**src/nsd_pkg.sv**
```systemverilog
// Package with the shared types and constants of the netstring deframer.
`timescale 1ns / 1ps
package nsd_pkg;

	localparam int unsigned LengthBits = 16;
	localparam int unsigned MaxLenBits = 16;
	localparam logic [15:0] MaxLenReset = 16'd1024;

	localparam int unsigned QueueDepth = 4;
	localparam int unsigned QueuePtrBits = $clog2(QueueDepth);

	localparam logic [7:0] CharZero = 8'd48;
	localparam logic [7:0] CharNine = 8'd57;
	localparam logic [7:0] CharColon = 8'd58;
	localparam logic [7:0] CharComma = 8'd44;

	localparam logic [2:0] KindData = 3'd0;
	localparam logic [2:0] KindAccept = 3'd1;
	localparam logic [2:0] KindBadTerm = 3'd2;
	localparam logic [2:0] KindBadLen = 3'd3;
	localparam logic [2:0] KindBadSep = 3'd4;

	typedef struct packed {
		logic [7:0] data;
		logic       digit;
		logic       colon;
		logic       comma;
		logic [3:0] value;
	} nsd_item_t;

endpackage

```
**src/nsd_rx_if.sv**
```systemverilog
// Input stream interface carrying one received byte per transaction.
`timescale 1ns / 1ps
interface nsd_rx_if;
	logic       valid;
	logic       ready;
	logic [7:0] in_byte;

	modport source(output valid, output in_byte, input ready);
	modport sink(input valid, input in_byte, output ready);
endinterface

```
**src/nsd_tx_if.sv**
```systemverilog
// Output stream interface carrying one payload byte or status per transaction.
`timescale 1ns / 1ps
interface nsd_tx_if;
	logic        valid;
	logic        ready;
	logic [2:0]  kind;
	logic [7:0]  out_byte;
	logic [15:0] msg_length;
	logic        last;

	modport source(output valid, output kind, output out_byte, output msg_length,
		output last, input ready);
	modport sink(input valid, input kind, input out_byte, input msg_length,
		input last, output ready);
endinterface

```
**src/netstring_deframer_top.sv**
```systemverilog
// Netstring deframer: bytes in on rx, payload bytes and frame status out on tx.
// Usage:
// Each rx transaction carries one byte of a stream framed as decimal length,
// ':', payload and ','. Each tx transaction carries one result: a payload
// byte (kind 0) or a status (accepted, bad terminator, bad length or bad
// separator) with the declared length and last set. Skipped bytes, length
// digits and the ':' that opens a payload produce no tx transaction.
// The user must write the largest accepted length through cfg_wr_en and
// cfg_wr_data while idle; the block does not check this. It resets to 1024.
// An accepted byte passes through the byte queue and then the output register
// before its result reaches tx. Throughput is one byte per cycle while tx is
// not stalled, set by the update of the parser state machine in the back end.
// Reset empties the four-entry byte queue, clears tx.valid and puts the
// parser in its idle state.
// When the receiver stalls, the output register holds its result, the
// queue fills and rx.ready drops once the queue is full.
`timescale 1ns / 1ps
module netstring_deframer_top #(
	parameter int unsigned LENGTH_BITS = nsd_pkg::LengthBits
) (
	input  logic        clk,
	input  logic        arst_n,
	input  logic        cfg_wr_en,
	input  logic [15:0] cfg_wr_data,
	nsd_rx_if.sink      rx,
	nsd_tx_if.source    tx
);

	logic               q_full;
	logic               push;
	nsd_pkg::nsd_item_t push_item;
	logic               pop;
	logic               head_valid;
	nsd_pkg::nsd_item_t head_item;

	nsd_front u_front (
		.rx     (rx),
		.q_full (q_full),
		.push   (push),
		.item   (push_item)
	);

	nsd_queue u_queue (
		.clk        (clk),
		.arst_n     (arst_n),
		.push       (push),
		.push_item  (push_item),
		.full       (q_full),
		.pop        (pop),
		.head_valid (head_valid),
		.head_item  (head_item)
	);

	nsd_back #(
		.LENGTH_BITS (LENGTH_BITS)
	) u_back (
		.clk         (clk),
		.arst_n      (arst_n),
		.cfg_wr_en   (cfg_wr_en),
		.cfg_wr_data (cfg_wr_data),
		.head_valid  (head_valid),
		.head_item   (head_item),
		.pop         (pop),
		.tx          (tx)
	);

endmodule

```
**src/nsd_front.sv**
```systemverilog
// Front end that accepts input bytes and classifies them for the queue.
`timescale 1ns / 1ps
module nsd_front (
	nsd_rx_if.sink            rx,
	input  logic              q_full,
	output logic              push,
	output nsd_pkg::nsd_item_t item
);

	logic [7:0] b;

	assign b        = rx.in_byte;
	assign rx.ready = !q_full;
	assign push     = rx.valid && !q_full;

	always_comb begin
		item.data  = b;
		item.digit = (b >= nsd_pkg::CharZero) && (b <= nsd_pkg::CharNine);
		item.colon = (b == nsd_pkg::CharColon);
		item.comma = (b == nsd_pkg::CharComma);
		item.value = 4'(b - nsd_pkg::CharZero);
	end

endmodule

```
**src/nsd_queue.sv**
```systemverilog
// Short queue of classified bytes between the front end and the parser.
`timescale 1ns / 1ps
module nsd_queue (
	input  logic               clk,
	input  logic               arst_n,
	input  logic               push,
	input  nsd_pkg::nsd_item_t push_item,
	output logic               full,
	input  logic               pop,
	output logic               head_valid,
	output nsd_pkg::nsd_item_t head_item
);

	localparam int unsigned Depth = nsd_pkg::QueueDepth;
	localparam int unsigned PtrBits = nsd_pkg::QueuePtrBits;

	nsd_pkg::nsd_item_t mem [Depth];
	logic [PtrBits-1:0] wr_ptr_q;
	logic [PtrBits-1:0] rd_ptr_q;
	logic [PtrBits:0]   count_q;
	logic               do_push;
	logic               do_pop;

	assign full       = (count_q == (PtrBits+1)'(Depth));
	assign head_valid = (count_q != '0);
	assign head_item  = mem[rd_ptr_q];
	assign do_push    = push && !full;
	assign do_pop     = pop && head_valid;

	always_ff @(posedge clk) begin
		if (do_push) begin
			mem[wr_ptr_q] <= push_item;
		end
	end

	always_ff @(posedge clk or negedge arst_n) begin
		if (!arst_n) begin
			wr_ptr_q <= '0;
			rd_ptr_q <= '0;
			count_q  <= '0;
		end else begin
			if (do_push) begin
				wr_ptr_q <= wr_ptr_q + 1'b1;
			end
			if (do_pop) begin
				rd_ptr_q <= rd_ptr_q + 1'b1;
			end
			if (do_push && !do_pop) begin
				count_q <= count_q + 1'b1;
			end else if (do_pop && !do_push) begin
				count_q <= count_q - 1'b1;
			end
		end
	end

endmodule

```
**src/nsd_back.sv**
```systemverilog
// Parser state machine that turns classified bytes into results.
`timescale 1ns / 1ps
module nsd_back #(
	parameter int unsigned LENGTH_BITS = nsd_pkg::LengthBits
) (
	input  logic               clk,
	input  logic               arst_n,
	input  logic               cfg_wr_en,
	input  logic [15:0]        cfg_wr_data,
	input  logic               head_valid,
	input  nsd_pkg::nsd_item_t head_item,
	output logic               pop,
	nsd_tx_if.source           tx
);

	localparam int unsigned AW = LENGTH_BITS + 1;
	localparam int unsigned MW = AW + 4;
	localparam int unsigned CW = (AW > 16) ? AW : 16;

	localparam logic [1:0] PhIdle = 2'd0;
	localparam logic [1:0] PhSize = 2'd1;
	localparam logic [1:0] PhData = 2'd2;
	localparam logic [1:0] PhTerm = 2'd3;

	localparam logic [AW-1:0] Cap = {1'b1, {LENGTH_BITS{1'b0}}};

	logic [15:0]   max_len_q;
	logic [1:0]    phase_q, phase_d;
	logic [AW-1:0] acc_q, acc_d;
	logic [15:0]   remaining_q, remaining_d;
	logic [15:0]   declared_q, declared_d;

	logic          tx_valid_q;
	logic [2:0]    kind_q;
	logic [7:0]    byte_q;
	logic [15:0]   len_q;
	logic          last_q;

	logic          emit;
	logic [2:0]    kind_d;
	logic [7:0]    byte_d;
	logic [15:0]   len_d;
	logic          last_d;

	logic [MW-1:0] mul;
	logic [CW-1:0] acc_ext;
	logic [15:0]   acc_clamp;
	logic          len_ok;

	assign pop = head_valid && (!tx_valid_q || tx.ready);

	assign mul       = MW'({acc_q, 3'b000}) + MW'({acc_q, 1'b0}) + MW'(head_item.value);
	assign acc_ext   = CW'(acc_q);
	assign acc_clamp = (acc_ext > CW'(16'hFFFF)) ? 16'hFFFF : acc_ext[15:0];
	assign len_ok    = (acc_ext != '0) && (acc_ext <= CW'(max_len_q));

	always_comb begin
		phase_d     = phase_q;
		acc_d       = acc_q;
		remaining_d = remaining_q;
		declared_d  = declared_q;
		emit        = 1'b0;
		kind_d      = nsd_pkg::KindData;
		byte_d      = '0;
		len_d       = '0;
		last_d      = 1'b0;
		case (phase_q)
			PhIdle: begin
				if (head_item.digit) begin
					acc_d   = AW'(head_item.value);
					phase_d = PhSize;
				end
			end
			PhSize: begin
				if (head_item.digit) begin
					acc_d = (mul > MW'(Cap)) ? Cap : mul[AW-1:0];
				end else begin
					acc_d   = '0;
					phase_d = PhIdle;
					if (head_item.colon && len_ok) begin
						declared_d  = acc_ext[15:0];
						remaining_d = acc_ext[15:0];
						phase_d     = PhData;
					end else begin
						emit   = 1'b1;
						kind_d = head_item.colon ? nsd_pkg::KindBadLen : nsd_pkg::KindBadSep;
						len_d  = acc_clamp;
						last_d = 1'b1;
					end
				end
			end
			PhData: begin
				remaining_d = remaining_q - 1'b1;
				if (remaining_q == 16'd1) begin
					phase_d = PhTerm;
				end
				emit   = 1'b1;
				kind_d = nsd_pkg::KindData;
				byte_d = head_item.data;
			end
			PhTerm: begin
				phase_d = PhIdle;
				emit    = 1'b1;
				kind_d  = head_item.comma ? nsd_pkg::KindAccept : nsd_pkg::KindBadTerm;
				len_d   = declared_q;
				last_d  = 1'b1;
			end
			default: begin
				phase_d = PhIdle;
			end
		endcase
	end

	always_ff @(posedge clk or negedge arst_n) begin
		if (!arst_n) begin
			max_len_q   <= nsd_pkg::MaxLenReset;
			phase_q     <= PhIdle;
			acc_q       <= '0;
			remaining_q <= '0;
			declared_q  <= '0;
			tx_valid_q  <= 1'b0;
		end else begin
			if (cfg_wr_en) begin
				max_len_q <= cfg_wr_data;
			end
			if (pop) begin
				phase_q     <= phase_d;
				acc_q       <= acc_d;
				remaining_q <= remaining_d;
				declared_q  <= declared_d;
				tx_valid_q  <= emit;
			end else if (tx.ready) begin
				tx_valid_q <= 1'b0;
			end
		end
	end

	always_ff @(posedge clk) begin
		if (pop && emit) begin
			kind_q <= kind_d;
			byte_q <= byte_d;
			len_q  <= len_d;
			last_q <= last_d;
		end
	end

	assign tx.valid      = tx_valid_q;
	assign tx.kind       = kind_q;
	assign tx.out_byte   = byte_q;
	assign tx.msg_length = len_q;
	assign tx.last       = last_q;

endmodule
```
**src/flat_wrapper.sv**
```systemverilog
// flat-port wrapper written by rule: the top's interface ports become plain ports
module netstring_deframer_top_flat 
#(
	parameter int unsigned LENGTH_BITS = nsd_pkg::LengthBits
)
  (clk, arst_n, cfg_wr_en, cfg_wr_data, rx_valid, rx_in_byte, rx_ready, tx_valid, tx_kind, tx_out_byte, tx_msg_length, tx_last, tx_ready);
  nsd_rx_if rx_i ();
  nsd_tx_if tx_i ();
  input  logic clk;
  input  logic arst_n;
  input  logic cfg_wr_en;
  input  logic [15:0] cfg_wr_data;
  input wire logic [$bits(rx_i.valid)-1:0] rx_valid;
  input wire logic [$bits(rx_i.in_byte)-1:0] rx_in_byte;
  output wire logic [$bits(rx_i.ready)-1:0] rx_ready;
  output wire logic [$bits(tx_i.valid)-1:0] tx_valid;
  output wire logic [$bits(tx_i.kind)-1:0] tx_kind;
  output wire logic [$bits(tx_i.out_byte)-1:0] tx_out_byte;
  output wire logic [$bits(tx_i.msg_length)-1:0] tx_msg_length;
  output wire logic [$bits(tx_i.last)-1:0] tx_last;
  input wire logic [$bits(tx_i.ready)-1:0] tx_ready;
  assign rx_i.valid = rx_valid;
  assign rx_i.in_byte = rx_in_byte;
  assign rx_ready = rx_i.ready;
  assign tx_valid = tx_i.valid;
  assign tx_kind = tx_i.kind;
  assign tx_out_byte = tx_i.out_byte;
  assign tx_msg_length = tx_i.msg_length;
  assign tx_last = tx_i.last;
  assign tx_i.ready = tx_ready;
  netstring_deframer_top #(.LENGTH_BITS(LENGTH_BITS)) u_core (.clk(clk), .arst_n(arst_n), .cfg_wr_en(cfg_wr_en), .cfg_wr_data(cfg_wr_data), .rx(rx_i), .tx(tx_i));
endmodule
```
**config.mk**
```make
export PLATFORM = sky130hd
export DESIGN_NAME = netstring_deframer_top_flat
export DESIGN_NICKNAME = d
export VERILOG_FILES = /design/src/nsd_pkg.sv /design/src/nsd_rx_if.sv /design/src/nsd_tx_if.sv /design/src/netstring_deframer_top.sv /design/src/nsd_front.sv /design/src/nsd_queue.sv /design/src/nsd_back.sv /design/src/flat_wrapper.sv
export SDC_FILE = /design/constraint.sdc
export NUM_CORES = 1
export LEC_CHECK = 0
export BUFFER_PORTS_ARGS = -buffer_cell sky130_fd_sc_hd__buf_2
export CAP_MARGIN = 10
export CORE_AREA = 2 2 140 142
export DETAILED_ROUTE_END_ITERATION = 10
export DIE_AREA = 0 0 142 144
export PLACE_DENSITY = 0.67
export SLEW_MARGIN = 20
export SYNTH_ARGS = -nofsm -noshare
export SYNTH_HDL_FRONTEND = slang
export SYNTH_SLANG_ARGS = --single-unit
```
**constraint.sdc**
```tcl
create_clock -name clk -period 4.72 [get_ports clk]
set_input_delay 0.944 -clock clk [delete_from_list [all_inputs] [get_ports clk]]
set_output_delay 0.944 -clock clk [all_outputs]
set_load 0.02 [all_outputs]
```
==> results of run 1 <==
==> cell usage after synthesis, types with 4 or more instances <==
cell type,count
sky130_fd_sc_hd__a21oi_1,29
sky130_fd_sc_hd__nand4_1,4
sky130_fd_sc_hd__o211ai_1,4
sky130_fd_sc_hd__nor3_1,8
sky130_fd_sc_hd__nor4_1,8
sky130_fd_sc_hd__nand2_1,84
sky130_fd_sc_hd__xor2_1,10
sky130_fd_sc_hd__nor2b_1,13
sky130_fd_sc_hd__nand3_1,10
sky130_fd_sc_hd__nor3b_1,4
sky130_fd_sc_hd__o21a_1,7
sky130_fd_sc_hd__ha_1,56
sky130_fd_sc_hd__buf_2,4
sky130_fd_sc_hd__a311o_1,4
sky130_fd_sc_hd__and3_1,14
sky130_fd_sc_hd__inv_1,34
sky130_fd_sc_hd__and2_1,7
sky130_fd_sc_hd__o21ai_0,50
sky130_fd_sc_hd__edfxtp_1,72
sky130_fd_sc_hd__dfrtp_1,74
sky130_fd_sc_hd__mux2_2,12
sky130_fd_sc_hd__nor2_1,46
sky130_fd_sc_hd__mux4_2,11
sky130_fd_sc_hd__clkbuf_1,17
sky130_fd_sc_hd__xnor2_1,10
sky130_fd_sc_hd__o31ai_1,15
sky130_fd_sc_hd__o31ai_2,7
sky130_fd_sc_hd__a21o_1,13
sky130_fd_sc_hd__and4_1,5
==> power by group <==
| group | total [mW] | switching (mW) | internal (mW) |
|---|---|---|---|
| Clock | 1.28 | 0.581 | 0.704 |
| Combinational | 2.49 | 1.51 | 0.986 |
| Sequential | 2.19 | 0.386 | 1.80 |
| Total | 5.97 | 2.48 | 3.49 |
==> stage by stage <==
step / std cells / hold slack [ns] / instance area (µm²) / setup WS (ns) / util, %
2_1_floorplan: 697 / 0.449 / 7860 / 0.538 / -
3_3_place_gp: 979 / 0.462 / 8420 / 0.635 / 44.1
3_5_place_dp: 979 / 0.470 / 8420 / 0.551 / 44.1
4_1_cts: 1011 / 0.483 / 8980 / 0.465 / 47.1
5_1_grt: 1011 / 0.499 / 8980 / 0.0887 / 47.1
6_report: 1011 / 0.485 / 8980 / 0.488 / 47.1
==> state kept, by name, summed over array words and instances (netlist names), named ones only <==
name / flops
u_core.u_queue.wr_ptr_q: 2
u_core.u_queue.rd_ptr_q: 2
u_core.u_back.tx.out_byte: 8
u_core.u_back.tx.msg_length: 16
u_core.u_back.tx.valid: 1
u_core.u_back.phase_q: 1
u_core.u_back.acc_ext: 17
u_core.u_back.tx.last: 1
u_core.u_back.tx.kind: 3
u_core.u_back.max_len_q: 16
u_core.u_back.remaining_q: 16
u_core.u_queue.mem: 44
u_core.u_back.declared_q: 16
u_core.u_queue.count_q: 3
==> cell type report <==
type | instances | area, µm²
Fill cell | 1732 | 10100
Tap cell | 238 | 298
Inverter | 34 | 128
Sequential cell | 147 | 4040
Timing Repair Buffer | 69 | 379
Clock buffer | 19 | 443
Multi-Input combinational cell | 491 | 3580
Clock inverter | 13 | 116
==> layout by cell type (no fill, tap or decap), types with 4 or more instances in the layout <==
master	n
sky130_fd_sc_hd__mux4_2	11
sky130_fd_sc_hd__inv_6	4
sky130_fd_sc_hd__o31ai_1	15
sky130_fd_sc_hd__o211ai_1	4
sky130_fd_sc_hd__edfxtp_1	72
sky130_fd_sc_hd__a21o_1	13
sky130_fd_sc_hd__mux2_2	12
sky130_fd_sc_hd__a311o_1	4
sky130_fd_sc_hd__nand3_1	10
sky130_fd_sc_hd__o21a_1	7
sky130_fd_sc_hd__nor2_1	46
sky130_fd_sc_hd__and2_1	7
sky130_fd_sc_hd__xnor2_1	10
sky130_fd_sc_hd__buf_4	11
sky130_fd_sc_hd__clkbuf_16	17
sky130_fd_sc_hd__xor2_1	10
sky130_fd_sc_hd__clkinvlp_4	4
sky130_fd_sc_hd__a21oi_1	28
sky130_fd_sc_hd__buf_2	57
sky130_fd_sc_hd__nor3_1	8
sky130_fd_sc_hd__nor4_1	8
sky130_fd_sc_hd__inv_1	34
sky130_fd_sc_hd__nand4_1	4
sky130_fd_sc_hd__o31ai_2	7
sky130_fd_sc_hd__ha_1	56
sky130_fd_sc_hd__and4_1	5
sky130_fd_sc_hd__nor3b_1	4
sky130_fd_sc_hd__nor2b_1	13
sky130_fd_sc_hd__o21ai_0	50
sky130_fd_sc_hd__dfrtp_1	74
sky130_fd_sc_hd__nand2_1	84
sky130_fd_sc_hd__and3_1	14
==> per-layer routing <==
metal | up-vias | track usage (%)
met5 | - | 0
met4 | 0 | 7.68
met3 | 33 | 3.94
met2 | 135 | 30.6
met1 | 2775 | 23.3
li1 | 2708 | -
==> path summary, 6_finish.rpt <==
check,start,endpoint,cells past startpoint
hold reg to reg,u_core.u_back.declared_q[3],u_core.u_back.declared_q[3],1
max in group asynchronous,arst_n,u_core.u_back.remaining_q[11],1
setup reg to reg,u_core.u_queue.rd_ptr_q[0],u_core.u_back.acc_ext[14],13
setup / recovery,u_core.u_queue.rd_ptr_q[0],u_core.u_back.acc_ext[14],13
min in group asynchronous,arst_n,u_core.u_back.max_len_q[15],1
hold / removal,u_core.u_back.declared_q[3],u_core.u_back.declared_q[3],1
==> kinds of logic after synthesis <==
kind of cell               after synthesis  share of synthesized area (%)
AOI/OAI and AO/OA                      165                           14.3
xor gates and xnor gates                20                           2.23
adders and majority gates               59                           9.68
buffers and inverters                   59                           3.07
DFF                                    147                           51.4
muxes                                   26                           5.25
and+or+nand+nor                        221                           14.0
==> parameters.txt, run 1 <==
Parameter                              Value

Yosys
  Cell area after technology mapping ... about 7900 µm²
  Number of enable flip-flop cells after synthesis ... 72
  Main flop type after synthesis ... sky130_fd_sc_hd__dfrtp_1
  Synthesized netlist net count ... 785
  Area share of the largest cell type after synthesis ... approximately 28%
  Post-synthesis sequential area ratio ... 51.4%
  Post-synth ARST share ... 51.0%
  Top cells by area, synth ... sky130_fd_sc_hd__edfxtp_1 28%, sky130_fd_sc_hd__dfrtp_1 24%, sky130_fd_sc_hd__ha_1 8.9%
  Syn Area/Cell ... around 11 µm²
  Seq cells post-synth ... 147
  Synthesis warning total ... 0
  Instance count of the mapped netlist ... 697
  Cell type contributing the most total cell area after synthesis ... sky130_fd_sc_hd__edfxtp_1
  Unique cell type count in the Yosys netlist ... between 60 and 70

Layout
  Final-stage net count ... 848
  P&R area growth vs syn ... 14.3%
  Number of diodes ... 0
  Layout cells sized above 1 ... between 10% and 20%

Drt
  Total DRC errors in the routed layout ... 0
  Uppermost metal layer occupied by signal nets ... met4
  Wire length on met3 ... 719 µm
  Final wirelength ... 18000 µm
  Avg Vias per Cell ... 5.59
  Iteration count of the initial detailed-routing pass ... 5
  Per-cell routed wire length ... 17.8 µm
  Sum of met2 wire segment lengths after detailed routing ... 8560 µm
  Detailed-routing wirelength on met1 ... about 8200 µm
  Total vias in the final route ... about 5.7k
  Count of antenna-violating nets left after detailed routing ... 0
  Starting DRC count in detailed routing ... 339

STA
  Period utilization ... between 80% and 90%
  Time the worst path needs with I/O delays and setup ... 4.23 ns
  Fmax ... approximately 240 MHz
  Rel. slew slack ... 48.8%
  Unrepaired setup endpoints after global routing ... no
  Final max-slew violation count ... 0
  Maximum clock skew at final layout ... about 0.010 ns
  Final number of hold-violating endpoints ... 0
  Final number of setup-violating endpoints ... 0
  Accumulated negative setup slack ... 0 ns
  Transition time of the tightest slew-check pin ... 0.767 ns

Clock network
  Post-CTS setup buffer count ... 0
  Sink count of the clock tree ... around 150
  Deepest level of the CTS H-tree ... 4
  Clk buf depth ... 2
  Count of cells resized by post-cts repair ... 0
  TritonCTS clock tree ... yes
  CTS Root Cell ... sky130_fd_sc_hd__clkbuf_16
  Clock latency of the later-clocked register in the worst-skew pair ... approximately 0.43 ns
  Clock-pin transition on the worst setup and hold timing paths ... 0.07 ns
  Hold buffer count at cts ... 0
  TritonCTS Buffers ... 17

Global route
  Total overflow reported by the global router ... 0
  GRT Overall Usage ... 18.4%
  Wire length of the first global-routing pass ... around 29000 µm
  Pin count of the biggest net entering global routing ... 76
  Number of global-route vias before repair ... 5517
  Initial antenna violation count ... 0

Placement
  Half-perimeter wire length after detailed placement ... about 12000 µm
  GPL Wtd Cong ... 0.851
  Count of input and output buffers ... 58

Setup path
  Worst path slowest cell ... sky130_fd_sc_hd__dfrtp_1
  Worst path top cell family by delay ... compound AO/OA/AOI/OAI gates
  Number of buffer and inverter stages on the critical path ... 2
  Highest net fanout along the worst path ... 15
  CP Capture Type ... flop
  Kind of start point of the critical path ... flop
  Critical path type ... reg -> reg
  Top cell by count, worst path ... sky130_fd_sc_hd__inv_1
  Critical path data required time ... 5.05 ns
  Cell-by-cell listing of the critical path ... mux4_2 -> inv_1 -> fa_1 -> inv_1 -> ha_1 -> a211oi_1 -> o21ai_2 -> o21a_1 -> a31oi_2 -> xnor2_1 -> nor4_4 -> nand3_4 -> o31ai_1
  Largest stage delay on the critical path ... 0.67 ns
  Arrival @ worst endpoint ... 4.56 ns
  Worst reg-to-reg setup slack ... a little under 0.5 ns

Floorplanning
  Width of the chip ... 142 µm
  Area of the core region ... 19100 µm²
  Total die area ... about 20000 µm²
  Vertical die dimension ... 144 µm
  Number of placement rows ... 51
  Top-level I/O count ... 59
  Initial cell density of the core ... 41.2%

Worst hold path
  Worst min-delay path class ... reg -> reg

Power and ir drop
  Total power consumption of the routed design ... about 6 mW
  LEAKAGE ... 3.96 nW
  Power density of the placed cells ... 664 nW/µm²
  Worst ir drop on vdd ... 0.320 mV

Flow run
  Max-Cap Viols ... 0

Outcome
  Status ... finished, final reports clean
Note: power is estimated with default switching activity, not from simulation.
==> run 2: changes to the inputs <==
Settings changed: CORE_AREA 2 2 140 142 to 2 2 118 120, DIE_AREA 0 0 142 144 to 0 0 120 122, PLACE_DENSITY 0.67 to 0.86.
==> parameters.txt, run 2 (synthesized netlist as in run 1, its figures left out) <==
Parameter                              Value

Outcome
  Status ... finished, final reports clean

STA
  Period utilization ... 92.2% (+2.6 points)
  Transition time of the tightest slew-check pin ... 0.834 ns (+0.0667 ns)
  Final max-slew violation count ... 0 (unchanged)
  Time the worst path needs with I/O delays and setup ... 4.35 ns (+0.121 ns)
  Rel. slew slack ... 44.4% (-4.4 points)
  Fmax ... 230 MHz (-2.8%)
  Maximum clock skew at final layout ... 0.00796 ns (-0.00250 ns)
  Unrepaired setup endpoints after global routing ... no
  Final number of setup-violating endpoints ... 0 (unchanged)
  Accumulated negative setup slack ... 0 ns (unchanged)
  Final number of hold-violating endpoints ... 0 (unchanged)

Clock network
  TritonCTS Buffers ... 17 (unchanged)
  Clk buf depth ... 2 (unchanged)
  Deepest level of the CTS H-tree ... 4 (unchanged)
  Count of cells resized by post-cts repair ... 0 (unchanged)
  Hold buffer count at cts ... 0 (unchanged)
  Clock latency of the later-clocked register in the worst-skew pair ... 0.43 ns (about the same)
  CTS Root Cell ... sky130_fd_sc_hd__clkbuf_16
  Sink count of the clock tree ... 147 (unchanged)
  TritonCTS clock tree ... yes
  Post-CTS setup buffer count ... 0 (unchanged)
  Clock-pin transition on the worst setup and hold timing paths ... 0.06 ns (about the same)

Placement
  Count of input and output buffers ... 58 (unchanged)
  Half-perimeter wire length after detailed placement ... 12800 µm (+3.0%)
  Instance area at placement ... 8320 µm² (-1.2%)
  GPL Wtd Cong ... 0.877 (+3.1%)

Drt
  Total vias in the final route ... 5951 (+5.3%)
  Final wirelength ... 18700 µm (+4.3%)
  Per-cell routed wire length ... 19.7 µm (+11%)
  Avg Vias per Cell ... 6.27 (+12%)
  Iteration count of the initial detailed-routing pass ... 8 (+3)
  Total DRC errors in the routed layout ... 0 (unchanged)
  Count of antenna-violating nets left after detailed routing ... 0 (unchanged)
  Starting DRC count in detailed routing ... 661 (+95%)

Setup path
  Kind of start point of the critical path ... flop
  Critical path data required time ... 5.04 ns (about the same)
  CP Capture Type ... flop
  Arrival @ worst endpoint ... 4.67 ns (+0.11 ns)
  Highest net fanout along the worst path ... 15 (unchanged)
  Critical path type ... reg -> reg

Global route
  Total overflow reported by the global router ... 0 (unchanged)
  GRT Overall Usage ... 27.1% (+8.7 points)
  Number of global-route vias before repair ... 6051 (+9.7%)
  Pin count of the biggest net entering global routing ... 41 (-46%)
  Initial antenna violation count ... 0 (unchanged)
  Wire length of the first global-routing pass ... 30400 µm (+6.0%)

Layout
  Combined area of the multi-input logic cells ... 3580 µm² (+0.11%)
  Layout cells sized above 1 ... 18.1% (-0.29 points)
  Reg with most FFs ... u_core.u_queue.mem
  Number of diodes ... 0 (unchanged)
  Largest registers ranked by flip-flop count ... u_core.u_queue.mem x44, u_core.u_back.acc_ext x17
  P&R area growth vs syn ... 13.0%
  Top library cells by usage in the layout, fill and taps aside ... 84 x sky130_fd_sc_hd__nand2_1, 74 x sky130_fd_sc_hd__dfrtp_1, 72 x sky130_fd_sc_hd__edfxtp_1, 58 x sky130_fd_sc_hd__buf_2, 56 x sky130_fd_sc_hd__ha_1
  Utilization after layout ... 65.8% (+19 points)
  Final-stage net count ... 844 (-0.47%)
  Total area of sequential cells ... 4040 µm² (unchanged)
  Leading cell type in the layout, fill and taps excluded ... sky130_fd_sc_hd__nand2_1
  Cell area after layout ... 8880 µm² (-1.1%)
  Fillers ... 978 (-44%)
  Largest register FFs ... 44 (unchanged)

Power and ir drop
  Worst ir drop on vdd ... 0.372 mV (+16%)
  Power density of the placed cells ... 676 nW/µm² (+1.7%)
  Total power consumption of the routed design ... 6.00 mW (+0.56%)
  LEAKAGE ... 3.94 nW (-0.35%)

Floorplanning
  Area of the core region ... 13500 µm² (-29%)
  Initial cell density of the core ... 58.2% (+17 points)
  Number of placement rows ... 43 (-16%)
  Vertical die dimension ... 122 µm (-15%)
  Top-level I/O count ... 59 (unchanged)
  Total die area ... 14600 µm² (-28%)
  Width of the chip ... 120 µm (-15%)

Worst hold path
  Worst min-delay path class ... reg -> reg

Flow run
  Max-Cap Viols ... 0 (unchanged)
[run 2: changes by cell type in the layout (fill, tap and decap cells not counted)]
cell	before	now
sky130_fd_sc_hd__o21ai_2	2	3
sky130_fd_sc_hd__buf_2	57	58
sky130_fd_sc_hd__clkinvlp_4	4	3
sky130_fd_sc_hd__clkinv_2	0	1
sky130_fd_sc_hd__o21ai_1	3	2
sky130_fd_sc_hd__inv_8	3	2
sky130_fd_sc_hd__buf_6	1	0
sky130_fd_sc_hd__inv_6	4	5
sky130_fd_sc_hd__buf_4	11	7
sky130_fd_sc_hd__clkinv_8	0	1
sky130_fd_sc_hd__clkinv_4	2	1
[run 2: cell type report]
class / count / area share [%]
Multi-Input combinational cell: 491 / 40.3
Tap cell: 180 / 2.54
Clock buffer: 19 / 4.99
Inverter: 34 / 1.44
Clock inverter: 13 / 1.34
Sequential cell: 147 / 45.5
Timing Repair Buffer: 65 / 3.86
[run 2: worst paths after layout]
kind                                                to                   startpoint  cells past startpoint  slack [ns]
setup reg to reg             u_core.u_back.acc_ext[13]   u_core.u_queue.rd_ptr_q[0]                     14        0.37
max in group asynchronous    u_core.u_back.acc_ext[11]                       arst_n                      2        3.04
setup / recovery             u_core.u_back.acc_ext[13]   u_core.u_queue.rd_ptr_q[0]                     14        0.37
hold reg to reg            u_core.u_back.declared_q[3]  u_core.u_back.declared_q[3]                      1        0.49
min in group asynchronous   u_core.u_back.max_len_q[0]                       arst_n                      1        0.61
hold / removal             u_core.u_back.declared_q[3]  u_core.u_back.declared_q[3]                      1        0.49
[run 2: where the power goes]
group / internal [mW] / total [mW] / switching (mW) / leakage, nW
Sequential: 1.80 / 2.21 / 0.404 / 1.65
Clock: 0.704 / 1.28 / 0.577 / 0.268
Combinational: 0.973 / 2.51 / 1.54 / 2.03
[run 2: critical path, stage by stage (launching register included)]
cell,delay (ns)
sky130_fd_sc_hd__dfrtp_1,0.58
sky130_fd_sc_hd__buf_4,0.27
sky130_fd_sc_hd__mux4_2,0.57
sky130_fd_sc_hd__ha_1,0.21
sky130_fd_sc_hd__ha_1,0.22
sky130_fd_sc_hd__inv_1,0.09
sky130_fd_sc_hd__fa_1,0.21
sky130_fd_sc_hd__nor2b_1,0.08
sky130_fd_sc_hd__o31ai_1,0.36
sky130_fd_sc_hd__a21oi_1,0.21
sky130_fd_sc_hd__a21boi_2,0.33
sky130_fd_sc_hd__nor3_1,0.12
sky130_fd_sc_hd__nor4_4,0.35
sky130_fd_sc_hd__nand3_4,0.27
sky130_fd_sc_hd__o31ai_1,0.36
[run 2: through the flow]
step	setup WS (ns)	cells	hold WS [ns]
2_1_floorplan	0.538	697	0.449
3_3_place_gp	0.727	917	0.466
3_5_place_dp	0.488	917	0.472
4_1_cts	0.417	949	0.486
5_1_grt	0.101	949	0.499
6_report	0.367	949	0.486
[run 2: layer usage]
| metal | GRT usage [%] | vias up | wire [µm] |
|---|---|---|---|
| li1 | - | 2695 | - |
| met5 | 0 | - | 0 |
| met2 | 46.1 | 270 | 9450 |
| met3 | 6.27 | 60 | 1160 |
| met4 | 12.1 | 0 | 694 |
| met1 | 33.0 | 2926 | 7430 |
